`src/spcmf_pkg.sv`:
```
// Shared types, constants and CRC helper for the steering P-control Modbus frame block.
// Used by the channel interfaces and every module under src.
// No dependencies.
package spcmf_pkg;

  // Widths of the payload fields and the configuration port.
  localparam int unsigned PosW     = 16;
  localparam int unsigned ValueW   = 16;
  localparam int unsigned ByteW    = 8;
  localparam int unsigned CfgIdxW  = 3;
  localparam int unsigned CfgDataW = 16;
  localparam int unsigned LimitW   = 15;

  // Configuration register indexes; code 7 selects nothing.
  typedef enum logic [CfgIdxW-1:0] {
    REG_P_GAIN        = 3'd0,
    REG_CONTROL_LIMIT = 3'd1,
    REG_DEADZONE_BASE = 3'd2,
    REG_RATIO_RIGHT   = 3'd3,
    REG_RATIO_LEFT    = 3'd4,
    REG_DRIVE_BIAS    = 3'd5,
    REG_DRIVE_LIMIT   = 3'd6
  } cfg_reg_e;

  // Configuration register file as seen by the datapath.
  typedef struct packed {
    logic [15:0]       p_gain;
    logic [LimitW-1:0] control_limit;
    logic [15:0]       deadzone_base;
    logic [15:0]       ratio_right;
    logic [15:0]       ratio_left;
    logic [LimitW-1:0] drive_bias;
    logic [LimitW-1:0] drive_limit;
  } cfg_t;

  // Reset values of the configuration registers and the dead zone.
  localparam logic [15:0]       PGainRst        = 16'd384;
  localparam logic [LimitW-1:0] ControlLimitRst = 15'd1500;
  localparam logic [15:0]       DeadzoneBaseRst = 16'd20;
  localparam logic [15:0]       RatioRightRst   = 16'd4588;
  localparam logic [15:0]       RatioLeftRst    = 16'd2621;
  localparam logic [LimitW-1:0] DriveBiasRst    = 15'd300;
  localparam logic [LimitW-1:0] DriveLimitRst   = 15'd2000;
  localparam logic [15:0]       DeadZoneRst     = 16'd10;

  // Target thresholds that pick the dead zone widening ratio.
  localparam logic signed [PosW-1:0] TgtHighThresh = 16'sd100;
  localparam logic signed [PosW-1:0] TgtLowThresh  = -16'sd100;

  // Fixed frame header: slave address, write-single-register, register 0x0040.
  localparam logic [ByteW-1:0] SlaveAddr = 8'h01;
  localparam logic [ByteW-1:0] FuncWrite = 8'h06;
  localparam logic [ByteW-1:0] RegAddrHi = 8'h00;
  localparam logic [ByteW-1:0] RegAddrLo = 8'h40;

  // Byte positions within a frame.
  localparam logic [2:0] PosSlave   = 3'd0;
  localparam logic [2:0] PosFunc    = 3'd1;
  localparam logic [2:0] PosRegHi   = 3'd2;
  localparam logic [2:0] PosRegLo   = 3'd3;
  localparam logic [2:0] PosValueHi = 3'd4;
  localparam logic [2:0] PosValueLo = 3'd5;
  localparam logic [2:0] PosCrcLo   = 3'd6;
  localparam logic [2:0] PosCrcHi   = 3'd7;

  // Modbus CRC-16, reflected polynomial, initial value all ones.
  localparam logic [15:0] CrcPoly = 16'hA001;
  localparam logic [15:0] CrcInit = 16'hFFFF;

  // Folds one byte into the running CRC, one bit per step.
  function automatic logic [15:0] crc_byte(input logic [15:0] crc, input logic [7:0] data);
    logic [15:0] c;
    c = crc ^ {8'h00, data};
    for (int k = 0; k < 8; k++) begin
      c = c[0] ? ((c >> 1) ^ CrcPoly) : (c >> 1);
    end
    return c;
  endfunction

  // CRC after the four header bytes, which never change.
  localparam logic [15:0] CrcPreset =
    crc_byte(crc_byte(crc_byte(crc_byte(CrcInit, SlaveAddr), FuncWrite), RegAddrHi), RegAddrLo);

endpackage

```
`src/spcmf_ifs.sv`:
```
// Valid/ready channel interfaces: input item, frame byte output and configuration writes.
// Depends on spcmf_pkg for field widths.

// Input channel: target and measured steering position.
interface spcmf_in_if;
  logic                                 valid;
  logic                                 ready;
  logic signed [spcmf_pkg::PosW-1:0]    target_position;
  logic signed [spcmf_pkg::PosW-1:0]    measured_position;

  modport source (output valid, output target_position, output measured_position,
                  input ready);
  modport sink (input valid, input target_position, input measured_position,
                output ready);
endinterface

// Output channel: one frame byte per item.
interface spcmf_out_if;
  logic                         valid;
  logic                         ready;
  logic [spcmf_pkg::ByteW-1:0]  frame_byte;
  logic                         frame_last;

  modport source (output valid, output frame_byte, output frame_last, input ready);
  modport sink (input valid, input frame_byte, input frame_last, output ready);
endinterface

// Configuration write channel: register index and write data.
interface spcmf_cfg_if;
  logic                            valid;
  logic                            ready;
  logic [spcmf_pkg::CfgIdxW-1:0]   index;
  logic [spcmf_pkg::CfgDataW-1:0]  data;

  modport source (output valid, output index, output data, input ready);
  modport sink (input valid, input index, input data, output ready);
endinterface

```
`src/steering_p_control_modbus_frame_top.sv`:
```
// Top level of the steering P-control Modbus frame block: configuration registers and wiring.
// Depends on spcmf_pkg, spcmf_ifs, spcmf_front, spcmf_queue and spcmf_back.
//
//   channel  direction  payload                                  item
//   in_i     sink       target_position, measured_position       one position pair
//   out_o    source     frame_byte, frame_last                   one frame byte
//   cfg_i    sink       index, data                              one register write
//
// Each input item produces eight output items, one per cycle while out_o.ready is high, so the
// frame sequencer's byte rate sets the sustained input rate.
// An accepted input passes stages A to E and the queue before the sequencer sends its first byte.
// The five-stage front end and the sequencer are parted by a QUEUE_DEPTH-entry queue, so
// input keeps flowing while a frame waits on out_o.ready; the front stalls only when full.
// Reset restores cfg registers and the dead zone at once; no clearing pass. cfg_i is always ready.
module steering_p_control_modbus_frame_top #(
  parameter int unsigned QUEUE_DEPTH = 4
) (
  input  logic           clk_i,
  input  logic           rst_ni,
  spcmf_in_if.sink       in_i,
  spcmf_out_if.source    out_o,
  spcmf_cfg_if.sink      cfg_i
);

  spcmf_pkg::cfg_t cfg_q;

  assign cfg_i.ready = 1'b1;

  // Configuration register file; writes to an unused index are dropped.
  always_ff @(posedge clk_i or negedge rst_ni) begin
    if (!rst_ni) begin
      cfg_q.p_gain        <= spcmf_pkg::PGainRst;
      cfg_q.control_limit <= spcmf_pkg::ControlLimitRst;
      cfg_q.deadzone_base <= spcmf_pkg::DeadzoneBaseRst;
      cfg_q.ratio_right   <= spcmf_pkg::RatioRightRst;
      cfg_q.ratio_left    <= spcmf_pkg::RatioLeftRst;
      cfg_q.drive_bias    <= spcmf_pkg::DriveBiasRst;
      cfg_q.drive_limit   <= spcmf_pkg::DriveLimitRst;
    end else if (cfg_i.valid) begin
      case (spcmf_pkg::cfg_reg_e'(cfg_i.index))
        spcmf_pkg::REG_P_GAIN:        cfg_q.p_gain        <= cfg_i.data;
        spcmf_pkg::REG_CONTROL_LIMIT: cfg_q.control_limit <= cfg_i.data[14:0];
        spcmf_pkg::REG_DEADZONE_BASE: cfg_q.deadzone_base <= cfg_i.data;
        spcmf_pkg::REG_RATIO_RIGHT:   cfg_q.ratio_right   <= cfg_i.data;
        spcmf_pkg::REG_RATIO_LEFT:    cfg_q.ratio_left    <= cfg_i.data;
        spcmf_pkg::REG_DRIVE_BIAS:    cfg_q.drive_bias    <= cfg_i.data[14:0];
        spcmf_pkg::REG_DRIVE_LIMIT:   cfg_q.drive_limit   <= cfg_i.data[14:0];
        default: ;
      endcase
    end
  end

  logic                          push_valid, push_ready;
  logic [spcmf_pkg::ValueW-1:0]  push_value;
  logic                          pop_valid, pop_ready;
  logic [spcmf_pkg::ValueW-1:0]  pop_value;

  // Control path computing the drive value.
  spcmf_front u_front (
    .clk_i        (clk_i),
    .rst_ni       (rst_ni),
    .cfg_i        (cfg_q),
    .in_i         (in_i),
    .push_valid_o (push_valid),
    .push_value_o (push_value),
    .push_ready_i (push_ready)
  );

  // Decoupling queue of drive values.
  spcmf_queue #(
    .DEPTH (QUEUE_DEPTH)
  ) u_queue (
    .clk_i        (clk_i),
    .rst_ni       (rst_ni),
    .push_valid_i (push_valid),
    .push_ready_o (push_ready),
    .push_data_i  (push_value),
    .pop_valid_o  (pop_valid),
    .pop_ready_i  (pop_ready),
    .pop_data_o   (pop_value)
  );

  // Frame byte sequencer.
  spcmf_back u_back (
    .clk_i       (clk_i),
    .rst_ni      (rst_ni),
    .pop_valid_i (pop_valid),
    .pop_ready_o (pop_ready),
    .pop_data_i  (pop_value),
    .out_o       (out_o)
  );

endmodule

```
`src/spcmf_front.sv`:
```
// Front end: accepts position items and computes the signed drive value in five stages.
// Holds the dead zone state. Depends on spcmf_pkg and spcmf_ifs.
module spcmf_front (
  input  logic                            clk_i,
  input  logic                            rst_ni,
  input  spcmf_pkg::cfg_t                 cfg_i,
  spcmf_in_if.sink                        in_i,
  output logic                            push_valid_o,
  output logic [spcmf_pkg::ValueW-1:0]    push_value_o,
  input  logic                            push_ready_i
);

  // Last stage registers, declared first since the pipeline enable reads them.
  logic                          e_valid_q;
  logic [spcmf_pkg::ValueW-1:0]  e_value_q;

  // The whole pipeline moves together; it holds only when the last stage cannot push.
  logic en;
  assign en = !e_valid_q || push_ready_i;
  assign in_i.ready = en;

  // Stage A: captured input positions.
  logic                                 a_valid_q;
  logic signed [spcmf_pkg::PosW-1:0]    a_tgt_q, a_meas_q;

  always_ff @(posedge clk_i or negedge rst_ni) begin
    if (!rst_ni) begin
      a_valid_q <= 1'b0;
    end else if (en) begin
      a_valid_q <= in_i.valid;
    end
  end

  always_ff @(posedge clk_i) begin
    if (en && in_i.valid) begin
      a_tgt_q  <= in_i.target_position;
      a_meas_q <= in_i.measured_position;
    end
  end

  // Stage B: error sign and magnitude, target magnitude and the selected ratio.
  logic [16:0] err_w, amag_w, tgt_ext_w, tmag_w;
  logic [15:0] ratio_w;

  assign err_w     = {a_tgt_q[15], a_tgt_q} - {a_meas_q[15], a_meas_q};
  assign amag_w    = err_w[16] ? (17'd0 - err_w) : err_w;
  assign tgt_ext_w = {a_tgt_q[15], a_tgt_q};
  assign tmag_w    = a_tgt_q[15] ? (17'd0 - tgt_ext_w) : tgt_ext_w;

  always_comb begin
    if (a_tgt_q < spcmf_pkg::TgtLowThresh) begin
      ratio_w = cfg_i.ratio_right;
    end else if (a_tgt_q > spcmf_pkg::TgtHighThresh) begin
      ratio_w = cfg_i.ratio_left;
    end else begin
      ratio_w = 16'd0;
    end
  end

  logic        b_valid_q, b_neg_q;
  logic [15:0] b_amag_q, b_tmag_q, b_ratio_q;

  always_ff @(posedge clk_i or negedge rst_ni) begin
    if (!rst_ni) begin
      b_valid_q <= 1'b0;
    end else if (en) begin
      b_valid_q <= a_valid_q;
    end
  end

  always_ff @(posedge clk_i) begin
    if (en) begin
      b_neg_q   <= err_w[16];
      b_amag_q  <= amag_w[15:0];
      b_tmag_q  <= tmag_w[15:0];
      b_ratio_q <= ratio_w;
    end
  end

  // Stage C: gain product and dead zone widening product.
  logic        c_valid_q, c_neg_q;
  logic [15:0] c_amag_q;
  logic [31:0] c_gprod_q, c_rprod_q;

  always_ff @(posedge clk_i or negedge rst_ni) begin
    if (!rst_ni) begin
      c_valid_q <= 1'b0;
    end else if (en) begin
      c_valid_q <= b_valid_q;
    end
  end

  always_ff @(posedge clk_i) begin
    if (en) begin
      c_neg_q   <= b_neg_q;
      c_amag_q  <= b_amag_q;
      c_gprod_q <= b_amag_q * cfg_i.p_gain;
      c_rprod_q <= b_tmag_q * b_ratio_q;
    end
  end

  // Stage D: dead zone test, speed clamp and dead zone reload.
  logic                              outside_w;
  logic [16:0]                       dz_sum_w;
  logic [15:0]                       dz_new_w;
  logic [spcmf_pkg::LimitW-1:0]      speed_w;
  logic [15:0]                       dead_zone_q;

  assign outside_w = c_amag_q > dead_zone_q;
  assign dz_sum_w  = {1'b0, cfg_i.deadzone_base} + {1'b0, c_rprod_q[31:16]};
  assign dz_new_w  = dz_sum_w[16] ? 16'hFFFF : dz_sum_w[15:0];

  always_comb begin
    if (!outside_w) begin
      speed_w = '0;
    end else if (c_gprod_q[31:8] > {9'd0, cfg_i.control_limit}) begin
      speed_w = cfg_i.control_limit;
    end else begin
      speed_w = c_gprod_q[22:8];
    end
  end

  always_ff @(posedge clk_i or negedge rst_ni) begin
    if (!rst_ni) begin
      dead_zone_q <= spcmf_pkg::DeadZoneRst;
    end else if (en && c_valid_q && !outside_w) begin
      dead_zone_q <= dz_new_w;
    end
  end

  logic                          d_valid_q, d_neg_q;
  logic [spcmf_pkg::LimitW-1:0]  d_speed_q;

  always_ff @(posedge clk_i or negedge rst_ni) begin
    if (!rst_ni) begin
      d_valid_q <= 1'b0;
    end else if (en) begin
      d_valid_q <= c_valid_q;
    end
  end

  always_ff @(posedge clk_i) begin
    if (en) begin
      d_neg_q   <= c_neg_q;
      d_speed_q <= speed_w;
    end
  end

  // Stage E: bias away from zero, drive clamp and sign.
  logic [15:0] biased_w, drive_mag_w, value_w;

  always_comb begin
    if (d_speed_q == '0) begin
      biased_w = 16'd0;
    end else begin
      biased_w = {1'b0, d_speed_q} + {1'b0, cfg_i.drive_bias};
    end
    if (biased_w > {1'b0, cfg_i.drive_limit}) begin
      drive_mag_w = {1'b0, cfg_i.drive_limit};
    end else begin
      drive_mag_w = biased_w;
    end
    value_w = d_neg_q ? (16'd0 - drive_mag_w) : drive_mag_w;
  end

  always_ff @(posedge clk_i or negedge rst_ni) begin
    if (!rst_ni) begin
      e_valid_q <= 1'b0;
    end else if (en) begin
      e_valid_q <= d_valid_q;
    end
  end

  always_ff @(posedge clk_i) begin
    if (en) begin
      e_value_q <= value_w;
    end
  end

  assign push_valid_o = e_valid_q;
  assign push_value_o = e_value_q;

  // The dead zone only changes when an item leaves stage C.
  assert property (@(posedge clk_i) disable iff (!rst_ni)
    !$past(en && c_valid_q) |-> $stable(dead_zone_q))
    else $error("dead zone changed without an item in the test stage");

  // A stalled pipeline keeps its pending result.
  assert property (@(posedge clk_i) disable iff (!rst_ni)
    e_valid_q && !push_ready_i |=> e_valid_q && $stable(e_value_q))
    else $error("front result lost during stall");

endmodule

```
`src/spcmf_queue.sv`:
```
// Short FIFO of drive values between the front end and the frame sequencer.
// Depends on spcmf_pkg.
module spcmf_queue #(
  parameter int unsigned DEPTH = 4
) (
  input  logic                            clk_i,
  input  logic                            rst_ni,
  input  logic                            push_valid_i,
  output logic                            push_ready_o,
  input  logic [spcmf_pkg::ValueW-1:0]    push_data_i,
  output logic                            pop_valid_o,
  input  logic                            pop_ready_i,
  output logic [spcmf_pkg::ValueW-1:0]    pop_data_o
);

  localparam int unsigned PtrW = (DEPTH > 1) ? $clog2(DEPTH) : 1;
  localparam int unsigned CntW = $clog2(DEPTH + 1);
  localparam logic [PtrW-1:0] LastPtr  = PtrW'(DEPTH - 1);
  localparam logic [CntW-1:0] FullCnt  = CntW'(DEPTH);

  logic [spcmf_pkg::ValueW-1:0] mem_q [DEPTH];
  logic [PtrW-1:0]              wr_ptr_q, rd_ptr_q;
  logic [CntW-1:0]              count_q;
  logic                         push, pop;

  assign push_ready_o = count_q != FullCnt;
  assign pop_valid_o  = count_q != '0;
  assign push         = push_valid_i && push_ready_o;
  assign pop          = pop_valid_o && pop_ready_i;
  assign pop_data_o   = mem_q[rd_ptr_q];

  // Storage write.
  always_ff @(posedge clk_i) begin
    if (push) begin
      mem_q[wr_ptr_q] <= push_data_i;
    end
  end

  // Pointers and fill count.
  always_ff @(posedge clk_i or negedge rst_ni) begin
    if (!rst_ni) begin
      wr_ptr_q <= '0;
      rd_ptr_q <= '0;
      count_q  <= '0;
    end else begin
      if (push) begin
        wr_ptr_q <= (wr_ptr_q == LastPtr) ? '0 : wr_ptr_q + 1'b1;
      end
      if (pop) begin
        rd_ptr_q <= (rd_ptr_q == LastPtr) ? '0 : rd_ptr_q + 1'b1;
      end
      if (push && !pop) begin
        count_q <= count_q + 1'b1;
      end else if (pop && !push) begin
        count_q <= count_q - 1'b1;
      end
    end
  end

  // Fill count tracks pushes and pops.
  assert property (@(posedge clk_i) disable iff (!rst_ni)
    push && !pop |=> count_q == $past(count_q) + 1'b1)
    else $error("queue count did not grow on push");

  assert property (@(posedge clk_i) disable iff (!rst_ni)
    count_q <= FullCnt)
    else $error("queue overfilled");

endmodule

```
`src/spcmf_back.sv`:
```
// Frame sequencer: sends one eight-byte Modbus write frame per drive value, CRC on the fly.
// Depends on spcmf_pkg and spcmf_ifs.
module spcmf_back (
  input  logic                            clk_i,
  input  logic                            rst_ni,
  input  logic                            pop_valid_i,
  output logic                            pop_ready_o,
  input  logic [spcmf_pkg::ValueW-1:0]    pop_data_i,
  spcmf_out_if.source                     out_o
);

  logic                          busy_q;
  logic [2:0]                    pos_q;
  logic [spcmf_pkg::ValueW-1:0]  value_q;
  logic [15:0]                   crc_q;
  logic                          fire, last_fire, pop;

  assign fire        = busy_q && out_o.ready;
  assign last_fire   = fire && (pos_q == spcmf_pkg::PosCrcHi);
  assign pop_ready_o = !busy_q || last_fire;
  assign pop         = pop_valid_i && pop_ready_o;

  // Byte select for the current frame position.
  always_comb begin
    case (pos_q)
      spcmf_pkg::PosSlave:   out_o.frame_byte = spcmf_pkg::SlaveAddr;
      spcmf_pkg::PosFunc:    out_o.frame_byte = spcmf_pkg::FuncWrite;
      spcmf_pkg::PosRegHi:   out_o.frame_byte = spcmf_pkg::RegAddrHi;
      spcmf_pkg::PosRegLo:   out_o.frame_byte = spcmf_pkg::RegAddrLo;
      spcmf_pkg::PosValueHi: out_o.frame_byte = value_q[15:8];
      spcmf_pkg::PosValueLo: out_o.frame_byte = value_q[7:0];
      spcmf_pkg::PosCrcLo:   out_o.frame_byte = crc_q[7:0];
      spcmf_pkg::PosCrcHi:   out_o.frame_byte = crc_q[15:8];
      default:               out_o.frame_byte = spcmf_pkg::SlaveAddr;
    endcase
  end

  assign out_o.valid      = busy_q;
  assign out_o.frame_last = pos_q == spcmf_pkg::PosCrcHi;

  // Frame control: load a new value at frame start, step on each sent byte.
  always_ff @(posedge clk_i or negedge rst_ni) begin
    if (!rst_ni) begin
      busy_q <= 1'b0;
      pos_q  <= spcmf_pkg::PosSlave;
    end else if (pop) begin
      busy_q <= 1'b1;
      pos_q  <= spcmf_pkg::PosSlave;
    end else if (fire) begin
      if (last_fire) begin
        busy_q <= 1'b0;
      end
      pos_q <= pos_q + 3'd1;
    end
  end

  // The CRC starts from the header preset and absorbs the two value bytes as they go out.
  always_ff @(posedge clk_i) begin
    if (pop) begin
      value_q <= pop_data_i;
      crc_q   <= spcmf_pkg::CrcPreset;
    end else if (fire && pos_q == spcmf_pkg::PosValueHi) begin
      crc_q <= spcmf_pkg::crc_byte(crc_q, value_q[15:8]);
    end else if (fire && pos_q == spcmf_pkg::PosValueLo) begin
      crc_q <= spcmf_pkg::crc_byte(crc_q, value_q[7:0]);
    end
  end

  // A byte sent mid-frame moves to the next position with the frame still open.
  assert property (@(posedge clk_i) disable iff (!rst_ni)
    fire && pos_q != spcmf_pkg::PosCrcHi |=> busy_q && pos_q == $past(pos_q) + 3'd1)
    else $error("frame position did not advance");

  // A new value always starts a frame at the first byte with the header CRC.
  assert property (@(posedge clk_i) disable iff (!rst_ni)
    pop |=> busy_q && pos_q == spcmf_pkg::PosSlave && crc_q == spcmf_pkg::CrcPreset)
    else $error("frame did not restart cleanly");

endmodule
```
`src/flat_wrapper.sv`:
```
// flat-port wrapper written by rule: the top's interface ports become plain ports
module steering_p_control_modbus_frame_top_flat 
#(
  parameter int unsigned QUEUE_DEPTH = 4
)
  (clk_i, rst_ni, in_i_valid, in_i_target_position, in_i_measured_position, in_i_ready, out_o_valid, out_o_frame_byte, out_o_frame_last, out_o_ready, cfg_i_valid, cfg_i_index, cfg_i_data, cfg_i_ready);
  spcmf_in_if in_i_i ();
  spcmf_out_if out_o_i ();
  spcmf_cfg_if cfg_i_i ();
  input  logic clk_i;
  input  logic rst_ni;
  input wire logic [$bits(in_i_i.valid)-1:0] in_i_valid;
  input wire logic [$bits(in_i_i.target_position)-1:0] in_i_target_position;
  input wire logic [$bits(in_i_i.measured_position)-1:0] in_i_measured_position;
  output wire logic [$bits(in_i_i.ready)-1:0] in_i_ready;
  output wire logic [$bits(out_o_i.valid)-1:0] out_o_valid;
  output wire logic [$bits(out_o_i.frame_byte)-1:0] out_o_frame_byte;
  output wire logic [$bits(out_o_i.frame_last)-1:0] out_o_frame_last;
  input wire logic [$bits(out_o_i.ready)-1:0] out_o_ready;
  input wire logic [$bits(cfg_i_i.valid)-1:0] cfg_i_valid;
  input wire logic [$bits(cfg_i_i.index)-1:0] cfg_i_index;
  input wire logic [$bits(cfg_i_i.data)-1:0] cfg_i_data;
  output wire logic [$bits(cfg_i_i.ready)-1:0] cfg_i_ready;
  assign in_i_i.valid = in_i_valid;
  assign in_i_i.target_position = in_i_target_position;
  assign in_i_i.measured_position = in_i_measured_position;
  assign in_i_ready = in_i_i.ready;
  assign out_o_valid = out_o_i.valid;
  assign out_o_frame_byte = out_o_i.frame_byte;
  assign out_o_frame_last = out_o_i.frame_last;
  assign out_o_i.ready = out_o_ready;
  assign cfg_i_i.valid = cfg_i_valid;
  assign cfg_i_i.index = cfg_i_index;
  assign cfg_i_i.data = cfg_i_data;
  assign cfg_i_ready = cfg_i_i.ready;
  steering_p_control_modbus_frame_top #(.QUEUE_DEPTH(QUEUE_DEPTH)) u_core (.clk_i(clk_i), .rst_ni(rst_ni), .in_i(in_i_i), .out_o(out_o_i), .cfg_i(cfg_i_i));
endmodule
```
`config.mk`:
```
export PLATFORM = sky130hd
export DESIGN_NAME = steering_p_control_modbus_frame_top_flat
export DESIGN_NICKNAME = d
export VERILOG_FILES = /design/src/spcmf_pkg.sv /design/src/spcmf_ifs.sv /design/src/steering_p_control_modbus_frame_top.sv /design/src/spcmf_front.sv /design/src/spcmf_queue.sv /design/src/spcmf_back.sv /design/src/flat_wrapper.sv
export SDC_FILE = /design/constraint.sdc
export NUM_CORES = 2
export LEC_CHECK = 0
export ABC_CLOCK_PERIOD_IN_PS = 7650
export BUFFER_PORTS_ARGS = -buffer_cell sky130_fd_sc_hd__buf_2
export CAP_MARGIN = 20
export CORE_ASPECT_RATIO = 1.4
export CORE_MARGIN = 2
export CORE_UTILIZATION = 60
export CTS_BUF_LIST = sky130_fd_sc_hd__clkbuf_16
export DETAILED_ROUTE_END_ITERATION = 8
export GPL_TIMING_DRIVEN = 0
export HOLD_SLACK_MARGIN = 0.15
export PLACE_DENSITY = 0.89
export SLEW_MARGIN = 40
export SYNTH_ARGS = -nofsm -noshare
export SYNTH_HDL_FRONTEND = slang
export SYNTH_SLANG_ARGS = --single-unit
```
`constraint.sdc`:
```
create_clock -name clk_i -period 7.65 [get_ports clk_i]
set_input_delay 0.3825 -clock clk_i [delete_from_list [all_inputs] [get_ports clk_i]]
set_output_delay 0.3825 -clock clk_i [all_outputs]
set_load 0.005 [all_outputs]
```
==> impl_metrics.csv <==
group,metric,value,unit
synthesis,avgSynthCellArea,10.6,sq um
synthesis,ys.flop_type,"edfxtp_1",
clock_network,cts.path.max_buffers,3,
final_layout,fin_nets,4318,
global_routing,grt_max_degree,81,
synthesis,synth_top_area_frac,0.216,
final_layout,seqCellArea,11400,sq um
timing,rsz0062_at_grt,"yes",
final_layout,area_growth,8.94,%
critical_path,r2r-end,"u_core.u_front.c_gprod_q[31]",
synthesis,postSynth.asyncResetShare,0.346,
synthesis,yosysMostFrequentCell,"inv_1",
floorplan,num_rows,106,
run_status,status,"completed",
flow_run,cap_violations,0,
drt,first_pass_iters,9,
synthesis,synth_top_family_by_area,"adder cells",
floorplan,die_h,294,um
synthesis,ys_ff_latch,407,
drt,drt_iter0_drc,1929,
synthesis,yosysUniqueCellTypes,88,
final_layout,drive_gt1_frac,0.0934,
final_layout,multiInputGateArea,22200,sq um
clock_network,insertion_delay,590,ps
clock_network,post-cts-setup-buffers,0,
timing,skew,29.7,ps
floorplan,dieArea,62100,sq um
critical_path,r2r_slack,170,ps
synthesis,ys_seq_area_frac,0.316,
clock_network,cts_tree,"built",
synthesis,muxShareOfSynthArea,0.0478,
global_routing,gr-usage-met1,0.319,
critical_path,r2r-start,"u_core.u_front.b_amag_q[15]",
floorplan,core_area,59500,sq um
drt,vias_per_cell,5.95,
timing,finalMaxSlewViolations,0,
placed_design,place_hpwl,68900,um
global_routing,use_met3,0.0420,
timing,fmax,134,MHz
floorplan,initial_core_util,0.606,
synthesis,synth_area_leaders,"fa_1 22%, edfxtp_1 21%, ha_1 11%",
clock_network,clk_pin_slew,70,ps
clock_network,numCtsBuffers,42,
timing,fin_setup_tns,0,ps
synthesis,ys_warn_count,0,
timing,hold_viol,0,
synthesis,synth_edf_count,250,
synthesis,synth_fp_nets,4169,
worst_hold_path,min_from,"out_o_ready",
drt,num_vias,25900,
synthesis,synth_area_leader_cell,"fa_1",
timing,slew_headroom,0.424,
placed_design,gp_routability_congestion,0.985,
synthesis,synth-adder-area-share,0.324,
global_routing,track_usage,0.299,
floorplan,top_level_ports,68,
synthesis,syn_area,36100,sq um
synthesis,synth_xor_area_frac,0.0388,
global_routing,first_global_vias,28000,
global_routing,grt_first_pass_wirelength,144000,um
worst_hold_path,min_path_type,"primary input to flop",
final_layout,fillCellCount,4217,
critical_path,crit_path_end_kind,"flop",
drt,drcViolationCount,0,
worst_hold_path,hold_end,"u_core.u_back.out_o.valid",
drt,wire_per_inst,20.6,um
placed_design,io_buffers,64,
clock_network,clock_sinks,407,
global_routing,grt.busiest_layer,"met2",
critical_path,cp_max_fo,10,
global_routing,overflow,0,
critical_path,cp.arrival,7810,ps
synthesis,yosys.area_share.simple,0.128,
drt,antenna_left,0,
timing,period_needed,7480,ps
timing,worstMarginPinSlew,856,ps
clock_network,cts_root_buf,"clkbuf_16",
synthesis,synth_compound_area_frac,0.0741,
critical_path,worstSetupPathType,"flop to flop",
critical_path,cp-start-kind,"flop",
synthesis,synthTopCellsByCount,"557 x inv_1, 396 x nand2_1, 390 x fa_1",
global_routing,grtUsageMet2,0.529,
global_routing,antenna_found_initial,3,
drt,routed_wl,89900,um
timing,timing.final.crit_share,0.978,
floorplan,die_w,211,um
critical_path,cp.required,7970,ps
critical_path,r2r_cells,20,
clock_network,htreeDepth,2,
synthesis,synth_cells,3413,
worst_hold_path,whs_path_depth,4,
timing,setup_violations,0,
-- placed cells by master (no fill, tap or decap), types with 19 or more instances in the layout --
cell type / netlist / routed
dfrtp_1: 104 / 104
clkbuf_1: 103 / 95
xnor2_1: 107 / 107
and2_1: 251 / 250
mux2_2: 99 / 99
o21ai_0: 82 / 82
a21oi_1: 104 / 104
nand2_1: 396 / 396
edfxtp_1: 250 / 250
inv_1: 557 / 563
buf_2: 2 / 65
dfstp_2: 37 / 37
xor2_1: 45 / 45
nor3_1: 46 / 43
fa_1: 390 / 390
a21o_1: 33 / 33
ha_1: 310 / 310
mux2i_1: 25 / 25
nand3_1: 49 / 49
clkbuf_16: 0 / 43
dlygate4sd3_1: 0 / 37
nor2b_1: 19 / 19
nor2_1: 97 / 97
o21a_1: 26 / 26
-- area by class of cell --
type                       instances  share of cell area
clock buffer                      43              0.0274
timing repair buffer             105              0.0197
buffer                           111              0.0118
sequential                       407               0.290
clock inverter                    35             0.00860
tap                              756              0.0241
antenna                            7            0.000446
inverter                         558              0.0535
multi-input combinational       2337               0.564
-- layer usage --
layer / up-vias / part of all wire
met5: - / 0
met4: 0 / 0.092
met3: 481 / 0.057
met2: 1099 / 0.51
met1: 12800 / 0.34
li1: 11500 / -
-- critical path, stage by stage (launching register included) --
cell,delay (ps)
edfxtp_1,560
clkbuf_1,510
nand2_1,230
fa_1,570
fa_1,560
inv_1,60
fa_1,480
fa_1,510
fa_1,490
inv_1,50
fa_1,470
inv_1,40
ha_1,330
a21o_1,200
a21oi_1,200
nand2_1,80
o21ai_1,410
a21oi_1,290
o211ai_1,470
o21ai_0,210
a211oi_1,500
-- cell families after synthesis --
| logic type | Yosys count |
|---|---|
| compound gates | 398 |
| xor+xnor | 155 |
| fa+ha+maj | 700 |
| buf+inv | 669 |
| flops | 407 |
| mux | 140 |
| other cells | 1 |
| simple gates | 943 |
-- through the flow --
| stage | utilization | instances | setup WS, ps | hold slack (ps) | instance area [sq um] |
|---|---|---|---|---|---|
| 3_3_place_gp | 0.627 | 4233 | 112 | 405 | 37300 |
| 2_1_floorplan | - | 3413 | 1580 | 86.9 | 36100 |
| 3_5_place_dp | 0.629 | 4236 | 11.7 | 373 | 37400 |
| 5_1_grt | 0.660 | 4353 | -100 | 171 | 39300 |
| 6_report | 0.660 | 4359 | 166 | 167 | 39300 |
| 4_1_cts | 0.659 | 4351 | 33.8 | 156 | 39200 |
-- registers in the layout, indices dropped and copies added (netlist names), 3 cells and up --
name                         cells
u_core.u_front.a_meas_q         16
u_core.cfg_q                   109
u_core.u_queue.mem_q            64
u_core.u_front.d_speed_q        15
u_core.u_front.c_rprod_q        16
u_core.u_back.crc_q             16
u_core.u_back.value_q           16
u_core.u_back.pos_q              3
u_core.u_front.b_tmag_q         16
u_core.u_front.c_amag_q         16
u_core.u_front.b_ratio_q        16
u_core.u_front.a_tgt_q          16
u_core.u_front.b_amag_q         16
u_core.u_front.c_gprod_q        24
u_core.u_front.dead_zone_q      16
u_core.u_front.push_value_o     16
u_core.u_queue.count_q           3
-- how the worst max path moves through the flow --
stage	from	cells after the start	to	slack [ps]
after floorplan	u_core.u_front.b_tmag_q[7]	23	u_core.u_front.c_rprod_q[25]	1580
after global placement	u_core.u_queue.count_q[0]	8	u_core.u_front.dead_zone_q[14]	110
after detailed placement	u_core.u_front.b_amag_q[10]	19	u_core.u_front.c_gprod_q[31]	10
after CTS	u_core.u_front.b_amag_q[9]	19	u_core.u_front.c_gprod_q[31]	30
after global routing	u_core.u_front.b_amag_q[6]	20	u_core.u_front.c_gprod_q[31]	-100
final	u_core.u_front.b_amag_q[15]	20	u_core.u_front.c_gprod_q[31]	170
-- repair_timing --
item	4_1_cts	5_1_grt
gates resized for setup	1	14
endpoints found under the hold margin	103	0
endpoints found under the setup margin	1	8
hold buffers	37	0
Power is not shown: default switching activity piles up to over one toggle a cycle in this logic, so the estimate is an artifact.
